===== config.mk =====
export PLATFORM = sky130hd
export DESIGN_NAME = sha1_stream_hash
export DESIGN_NICKNAME = d
export VERILOG_FILES = /design/src/sha1_pkg.sv /design/src/sha1_stream_hash.sv
export SDC_FILE = /design/constraint.sdc
export NUM_CORES = 2
export LEC_CHECK = 0
export BUFFER_PORTS_ARGS = -buffer_cell sky130_fd_sc_hd__buf_2
export CORE_MARGIN = 8
export CORE_UTILIZATION = 24
export CTS_CLUSTER_DIAMETER = 30
export DETAILED_ROUTE_END_ITERATION = 16
export PLACE_DENSITY_LB_ADDON = 0.25
export SLEW_MARGIN = 30
export SYNTH_ARGS = -nofsm -noshare
export SYNTH_HDL_FRONTEND = slang
export SYNTH_SLANG_ARGS = --single-unit

===== constraint.sdc =====
create_clock -name clk -period 15.3 [get_ports clk]
set_input_delay 0 -clock clk [delete_from_list [all_inputs] [get_ports clk]]
set_output_delay 0 -clock clk [all_outputs]
set_load 0.01 [all_outputs]

===== src/sha1_pkg.sv =====
// ----------------------------------------------------------------------------
// sha1_pkg
// Shared types, constants and round functions for the SHA-1 stream hasher.
// ----------------------------------------------------------------------------
package sha1_pkg;

  typedef logic [31:0] word_t;

  typedef enum logic [2:0] {
    ST_IDLE,
    ST_PAD,
    ST_ROUND,
    ST_ADD,
    ST_OUT
  } state_t;

  localparam int unsigned NumChain = 5;
  localparam int unsigned NumSched = 16;

  // initial chaining value
  localparam word_t IV [NumChain] = '{
    32'h67452301, 32'hEFCDAB89, 32'h98BADCFE, 32'h10325476, 32'hC3D2E1F0
  };

  // round constants
  localparam word_t K0 = 32'h5A827999;
  localparam word_t K1 = 32'h6ED9EBA1;
  localparam word_t K2 = 32'h8F1BBCDC;
  localparam word_t K3 = 32'hCA62C1D6;

  localparam logic [6:0] LastRound  = 7'd79;
  localparam logic [2:0] LastOutIdx = 3'd4;
  // schedule word positions inside a 16-word block
  localparam logic [4:0] LenHiWord  = 5'd14;
  localparam logic [4:0] LenLoWord  = 5'd15;
  localparam logic [4:0] BlockFull  = 5'd16;
  localparam logic [3:0] LenHiSlot  = 4'd14;

  // boolean function of the round
  function automatic word_t round_f(logic [6:0] rnd, word_t b, word_t c, word_t d);
    word_t f;
    if (rnd < 7'd20) begin
      f = (b & c) | (~b & d);
    end else if (rnd < 7'd40) begin
      f = b ^ c ^ d;
    end else if (rnd < 7'd60) begin
      f = (b & c) | (b & d) | (c & d);
    end else begin
      f = b ^ c ^ d;
    end
    return f;
  endfunction

  // additive constant of the round
  function automatic word_t round_k(logic [6:0] rnd);
    word_t k;
    if (rnd < 7'd20) begin
      k = K0;
    end else if (rnd < 7'd40) begin
      k = K1;
    end else if (rnd < 7'd60) begin
      k = K2;
    end else begin
      k = K3;
    end
    return k;
  endfunction

endpackage


===== src/sha1_stream_hash.sv =====
// ----------------------------------------------------------------------------
// sha1_stream_hash
// SHA-1 over a byte stream, one round per cycle on a shared round unit.
// ----------------------------------------------------------------------------
// Usage:
//   Input channel (in_valid/in_ready) takes one request per message byte:
//   in_data_byte counts when in_byte_valid is high; in_last ends the message
//   (a valid byte on the same request is appended first). A request with
//   in_byte_valid low and in_last high ends an empty message.
//   Output channel (out_valid/out_ready) gives five digest words, word 0
//   first, out_word_last high on the fifth.
// Timing:
//   A byte that neither completes a 64-byte block nor ends the message leaves
//   in_ready high for the next byte. A byte that completes a block starts a
//   compression: the rounds on the single round unit and its 16-word schedule
//   shift line, then the add step. After last, padding shifts in 1 word per
//   cycle, then the rounds start, and again for an extra block when the
//   length needs one; each block is compressed as above, then the five words
//   are offered, one per cycle while out_ready is high. in_ready is low
//   during the compression after a byte that completes a block, and from
//   last until the fifth digest word is taken.
// Reset:
//   synchronous; restores the initial chaining value and a zero bit count.
//   A stalled receiver holds the current digest word until it is taken.
// ----------------------------------------------------------------------------
module sha1_stream_hash (
  input  logic        clk,
  input  logic        rst_n,
  input  logic        in_valid,
  output logic        in_ready,
  input  logic [7:0]  in_data_byte,
  input  logic        in_byte_valid,
  input  logic        in_last,
  output logic        out_valid,
  input  logic        out_ready,
  output logic [31:0] out_digest_word,
  output logic        out_word_last
);

  sha1_pkg::state_t state_r, state_nxt;

  sha1_pkg::word_t h_r [sha1_pkg::NumChain];
  sha1_pkg::word_t h_nxt [sha1_pkg::NumChain];
  sha1_pkg::word_t w_r [sha1_pkg::NumSched];
  sha1_pkg::word_t w_nxt [sha1_pkg::NumSched];
  sha1_pkg::word_t a_r, b_r, c_r, d_r, e_r;
  sha1_pkg::word_t a_nxt, b_nxt, c_nxt, d_nxt, e_nxt;
  logic [31:0] acc_r, acc_nxt;
  logic [63:0] bit_cnt_r, bit_cnt_nxt;
  logic [6:0]  round_r, round_nxt;
  logic [4:0]  wi_r, wi_nxt;
  logic [2:0]  out_idx_r, out_idx_nxt;
  logic        mark_r, mark_nxt;
  logic        extra_r, extra_nxt;
  logic        pend_last_r, pend_last_nxt;

  logic            shift_en;
  sha1_pkg::word_t shift_val;
  sha1_pkg::word_t sched_new;
  sha1_pkg::word_t round_sum;
  logic [5:0]      pos;

  assign pos       = bit_cnt_r[8:3];
  assign in_ready  = (state_r == sha1_pkg::ST_IDLE);
  assign out_valid = (state_r == sha1_pkg::ST_OUT);
  assign out_digest_word = h_r[out_idx_r];
  assign out_word_last   = (out_idx_r == sha1_pkg::LastOutIdx);

  // round unit and schedule expansion
  assign sched_new = {w_r[13] ^ w_r[8] ^ w_r[2] ^ w_r[0]} << 1 |
                     {31'd0, w_r[13][31] ^ w_r[8][31] ^ w_r[2][31] ^ w_r[0][31]};
  assign round_sum = {a_r[26:0], a_r[31:27]} + sha1_pkg::round_f(round_r, b_r, c_r, d_r)
                     + e_r + sha1_pkg::round_k(round_r) + w_r[0];

  // sequencer: next state and datapath updates
  always_comb begin
    state_nxt     = state_r;
    h_nxt         = h_r;
    w_nxt         = w_r;
    a_nxt         = a_r;
    b_nxt         = b_r;
    c_nxt         = c_r;
    d_nxt         = d_r;
    e_nxt         = e_r;
    acc_nxt       = acc_r;
    bit_cnt_nxt   = bit_cnt_r;
    round_nxt     = round_r;
    wi_nxt        = wi_r;
    out_idx_nxt   = out_idx_r;
    mark_nxt      = mark_r;
    extra_nxt     = extra_r;
    pend_last_nxt = pend_last_r;
    shift_en      = 1'b0;
    shift_val     = '0;

    case (state_r)
      sha1_pkg::ST_IDLE: begin
        mark_nxt  = 1'b0;
        extra_nxt = 1'b0;
        if (in_valid) begin
          if (in_byte_valid) begin
            acc_nxt     = {acc_r[23:0], in_data_byte};
            bit_cnt_nxt = bit_cnt_r + 64'd8;
            if (pos[1:0] == 2'd3) begin
              shift_en  = 1'b1;
              shift_val = {acc_r[23:0], in_data_byte};
            end
            if (pos == 6'd63) begin
              pend_last_nxt = in_last;
              state_nxt     = sha1_pkg::ST_ROUND;
              round_nxt     = '0;
              a_nxt = h_r[0]; b_nxt = h_r[1]; c_nxt = h_r[2];
              d_nxt = h_r[3]; e_nxt = h_r[4];
            end else if (in_last) begin
              state_nxt = sha1_pkg::ST_PAD;
            end
          end else if (in_last) begin
            state_nxt = sha1_pkg::ST_PAD;
          end
        end
      end

      sha1_pkg::ST_PAD: begin
        if (!mark_r) begin
          // close the partial word with the 0x80 marker
          shift_en = 1'b1;
          case (bit_cnt_r[4:3])
            2'd0:    shift_val = {8'h80, 24'h0};
            2'd1:    shift_val = {acc_r[7:0], 8'h80, 16'h0};
            2'd2:    shift_val = {acc_r[15:0], 8'h80, 8'h0};
            2'd3:    shift_val = {acc_r[23:0], 8'h80};
            default: shift_val = '0;
          endcase
          mark_nxt  = 1'b1;
          wi_nxt    = {1'b0, bit_cnt_r[8:5]} + 5'd1;
          extra_nxt = (bit_cnt_r[8:5] >= sha1_pkg::LenHiSlot);
        end else if (wi_r == sha1_pkg::BlockFull) begin
          state_nxt = sha1_pkg::ST_ROUND;
          round_nxt = '0;
          a_nxt = h_r[0]; b_nxt = h_r[1]; c_nxt = h_r[2];
          d_nxt = h_r[3]; e_nxt = h_r[4];
        end else begin
          // zero fill, then the 64-bit length in the final two words of the last block
          shift_en  = 1'b1;
          shift_val = '0;
          if (!extra_r && wi_r == sha1_pkg::LenHiWord) begin
            shift_val = bit_cnt_r[63:32];
          end else if (!extra_r && wi_r == sha1_pkg::LenLoWord) begin
            shift_val = bit_cnt_r[31:0];
          end
          wi_nxt = wi_r + 5'd1;
        end
      end

      sha1_pkg::ST_ROUND: begin
        shift_en  = 1'b1;
        shift_val = sched_new;
        a_nxt = round_sum;
        b_nxt = a_r;
        c_nxt = {b_r[1:0], b_r[31:2]};
        d_nxt = c_r;
        e_nxt = d_r;
        if (round_r == sha1_pkg::LastRound) begin
          round_nxt = '0;
          state_nxt = sha1_pkg::ST_ADD;
        end else begin
          round_nxt = round_r + 7'd1;
        end
      end

      sha1_pkg::ST_ADD: begin
        h_nxt[0] = h_r[0] + a_r;
        h_nxt[1] = h_r[1] + b_r;
        h_nxt[2] = h_r[2] + c_r;
        h_nxt[3] = h_r[3] + d_r;
        h_nxt[4] = h_r[4] + e_r;
        if (mark_r && !extra_r) begin
          out_idx_nxt = '0;
          state_nxt   = sha1_pkg::ST_OUT;
        end else if (mark_r) begin
          extra_nxt = 1'b0;
          wi_nxt    = '0;
          state_nxt = sha1_pkg::ST_PAD;
        end else if (pend_last_r) begin
          state_nxt = sha1_pkg::ST_PAD;
        end else begin
          state_nxt = sha1_pkg::ST_IDLE;
        end
      end

      sha1_pkg::ST_OUT: begin
        if (out_ready) begin
          if (out_idx_r == sha1_pkg::LastOutIdx) begin
            h_nxt         = sha1_pkg::IV;
            bit_cnt_nxt   = '0;
            mark_nxt      = 1'b0;
            pend_last_nxt = 1'b0;
            out_idx_nxt   = '0;
            state_nxt     = sha1_pkg::ST_IDLE;
          end else begin
            out_idx_nxt = out_idx_r + 3'd1;
          end
        end
      end

      default: begin
        state_nxt = sha1_pkg::ST_IDLE;
      end
    endcase

    // schedule shift line: entry 0 is the word used by the current round
    if (shift_en) begin
      for (int i = 0; i < 15; i++) begin
        w_nxt[i] = w_r[i+1];
      end
      w_nxt[15] = shift_val;
    end
  end

  // control state
  always_ff @(posedge clk) begin
    if (!rst_n) begin
      state_r     <= sha1_pkg::ST_IDLE;
      h_r         <= sha1_pkg::IV;
      bit_cnt_r   <= '0;
      round_r     <= '0;
      wi_r        <= '0;
      out_idx_r   <= '0;
      mark_r      <= 1'b0;
      extra_r     <= 1'b0;
      pend_last_r <= 1'b0;
    end else begin
      state_r     <= state_nxt;
      h_r         <= h_nxt;
      bit_cnt_r   <= bit_cnt_nxt;
      round_r     <= round_nxt;
      wi_r        <= wi_nxt;
      out_idx_r   <= out_idx_nxt;
      mark_r      <= mark_nxt;
      extra_r     <= extra_nxt;
      pend_last_r <= pend_last_nxt;
    end
  end

  // payload registers
  always_ff @(posedge clk) begin
    w_r   <= w_nxt;
    a_r   <= a_nxt;
    b_r   <= b_nxt;
    c_r   <= c_nxt;
    d_r   <= d_nxt;
    e_r   <= e_nxt;
    acc_r <= acc_nxt;
  end

  // round counter only runs inside compression
  a_round_idle: assert property (@(posedge clk) disable iff (!rst_n)
    (state_r != sha1_pkg::ST_ROUND) |-> (round_r == '0))
    else $error("round counter nonzero outside compression");

  // the two channels are never open at once
  a_chan_excl: assert property (@(posedge clk) disable iff (!rst_n)
    !(in_ready && out_valid))
    else $error("input ready while digest pending");

  // after the final word the hash restarts from the initial value
  a_restart: assert property (@(posedge clk) disable iff (!rst_n)
    (out_valid && out_ready && out_word_last) |=>
      (bit_cnt_r == '0 && h_r[0] == sha1_pkg::IV[0] && in_ready))
    else $error("hash state not reinitialized after digest");

  // padding never overruns a block
  a_pad_bound: assert property (@(posedge clk) disable iff (!rst_n)
    wi_r <= sha1_pkg::BlockFull)
    else $error("padding word index out of range");

  // digest index only advances on a taken request
  a_out_hold: assert property (@(posedge clk) disable iff (!rst_n)
    (out_valid && !out_ready) |=> (out_valid && $stable(out_idx_r)))
    else $error("digest word changed while stalled");

endmodule


==> out/metrics.csv <==
metric,value,unit
status,completed,
portBuffers,48,
vias,34000,
synth_ff_type,edfxtp_1,
fin_crit,6440,ps
grt_max_degree,185,
yosysSeqAreaShare,0.537,
drv_cap,0,
gp_congestion,0.879,
critPathKind,register to register,
dr.pass1.iters,6,
wirelength,148000,um
wire_per_inst,20.1,um
p_leak,22.6,nW
rr_startpoint,round_r[3],
syn2layout_area_growth,25.3,%
dp_hpwl,102000,um
met2_length,65300,um
syn_avg_cell_area,11.2,um^2
gr-total-overflow,0,
hp-start,in_data_byte[3],
cts_root_buf,clkbuf_16,
ys_types,81,
synth_cells,4287,
reg2reg_to,a_r[30],
met1_length,69900,um
endpoint_kind,register,
setup_viol,0,
grt_antenna_before_repair,9,
syn_nets,4627,
clockBufferDepth,3,
cts_tree,yes,
yosys_warnings,0,
wl_met3,8740,um
tightest_slew,1100,ps
muxShareOfSynthArea,0.0305,
cts_buffers,229,
ant_nets,0,
max_freq,155,MHz
nNetsFinal,4824,
synthSimpleGateAreaFrac,0.117,
whs_path_depth,4,
async_flop_share,0,
min_to,w_r[3],
power_density,211,nW/um^2
clkLatencyLatePin,840,ps
core-area,199000,um^2
required,15820,ps
grt_usage,0.133,
synth_top_family_by_area,compound AO/OA/AOI/OAI gates,
via_per_inst,4.63,
grt_pass1_vias,33800,
synth_fa_ha_area_frac,0.105,
cts.clk_slew.worst_paths,50,ps
start_kind,register,
synthXorXnorAreaFrac,0.0555,
dieArea,214000,um^2
fin_crit_sh,0.421,
htree_levels,4,
final_common_cell,edfxtp_1,
finClkSkew,67.5,ps
dieHeight,463,um
peakVddDrop,0.139,mV
grt_pass1_wl,219000,um
hold_violations,0,
post_cts_resize_count,0,
maxSlewViolCount,0,
setup_ws,8860,ps
setup_tns,0,ps
maxUsedRoutingLayer,met5,
maxSlewHeadroom,0.264,
rrSetupSlack,8860,ps
final_cell_mix,"696 x edfxtp_1, 608 x nand2_1, 277 x inv_1",
start_util,0.241,
drtIter0Drc,2966,
die_w,463,um
hold_ws,79.8,ps
num_rows,164,
synth_edf_count,696,
synth_compound_area_frac,0.123,
place_ws,8620,ps
cts.sinks,938,
hp-class,input pin to register,
critPathMaxFanout,21,
ys_ff_latch,938,
drive_above_1_share,0.116,
rsz0062_at_grt,false,
cp.arrival,6960,ps
ff2ff_path_depth,22,
synth_area,48000,um^2
post-route-drc-count,0,
ioPinCount,49,
-- flip-flops by register name, summed over array words and instances, names as in the netlist, 32 cells and up --
signal / flops
e_r: 32
a_r: 32
c_r: 32
bit_cnt_r: 61
h_r: 160
d_r: 32
b_r: 32
w_r: 512
-- how the worst max path moves through the flow --
stage	startpoint	to	slack (ps)
global placement	round_r[4]	a_r[30]	8720
global route	round_r[2]	a_r[30]	8390
floorplan	state_r[2]	w_r[0]	1740
CTS	round_r[3]	a_r[30]	8530
detailed placement	round_r[3]	a_r[30]	8620
finish	round_r[3]	a_r[30]	8860
-- final cells by class --
| type | instances | area, um^2 |
|---|---|---|
| fill | 20300 | 139000 |
| antenna | 5 | 12.5 |
| clock buffer | 303 | 6440 |
| clock inverter | 126 | 1960 |
| multi-input combinational | 2920 | 20700 |
| inverter | 281 | 1050 |
| timing repair buffer | 114 | 866 |
| tap | 2656 | 3320 |
| sequential | 938 | 25800 |
-- stage by stage --
stage	cell area, um^2	util	cells	power (W)
floorplan	48000	-	4287	0.00663
global placement	51400	0.258	6885	0.00750
detailed placement	51400	0.258	6885	0.00752
CTS	60000	0.301	7336	0.0128
global route	60100	0.302	7339	0.0134
finish	60100	0.302	7343	0.0127
-- power breakdown --
| part | leakage, nW | switching [W] | internal, W | total, W |
|---|---|---|---|---|
| clock | 4.08 | 0.00157 | 0.00360 | 0.00517 |
| combinational | 10.2 | 0.00229 | 0.00145 | 0.00374 |
| sequential | 8.33 | 0.000323 | 0.00346 | 0.00378 |
| total | 22.6 | 0.00418 | 0.00851 | 0.0127 |
-- synth_stat cells, drive strengths merged, types with 46 or more instances --
| cell type | number | area share |
|---|---|---|
| a22oi | 46 | 0.0072 |
| o22ai | 71 | 0.0093 |
| o21ai | 261 | 0.027 |
| clkbuf | 126 | 0.0099 |
| inv | 280 | 0.022 |
| a21o | 73 | 0.011 |
| xor2 | 131 | 0.024 |
| dfxtp | 242 | 0.10 |
| ha | 201 | 0.052 |
| nor3 | 56 | 0.0061 |
| nand3 | 54 | 0.0059 |
| nor2 | 271 | 0.021 |
| nor2b | 70 | 0.0091 |
| a21oi | 204 | 0.021 |
| edfxtp | 696 | 0.44 |
| fa | 125 | 0.052 |
| mux2i | 83 | 0.017 |
| nand2 | 612 | 0.048 |
| xnor2 | 173 | 0.032 |
-- worst max-delay path, cell delays in order (launching register included) --
cell and delay (ps):
dfxtp_1 350, and3_1 230, or3_1 350, buf_4 240, inv_2 470, a21oi_2 40
buf_4 260, inv_1 510, nor2_1 80, nor2_1 140, fa_1 460, fa_1 480
ha_1 380, a21o_1 200, a21o_1 190, a21o_1 180, a2111oi_0 380, o32a_1 220
o31ai_1 190, a211o_1 330, a31oi_1 210, xor2_1 150, o21ai_0 80
-- layer usage --
metal,global-route usage,vias up
met5,0,-
met4,0.0414,2
met3,0.0263,259
met2,0.204,1061
met1,0.187,16800
li1,-,15900
-- cell families after synthesis --
group | Yosys count
AOI/OAI and AO/OA | 917
xor gates and xnor gates | 304
adders and majority gates | 326
buffers and inverters | 429
DFF | 938
muxes | 121
and+or+nand+nor | 1252
-- timing repair --
| action | CTS | global route |
|---|---|---|
| hold endpoints to repair | 94 | 0 |
| hold buffers | 22 | 0 |
| buffers inserted | 0 | 0 |
(Power assumes the default switching activity.)
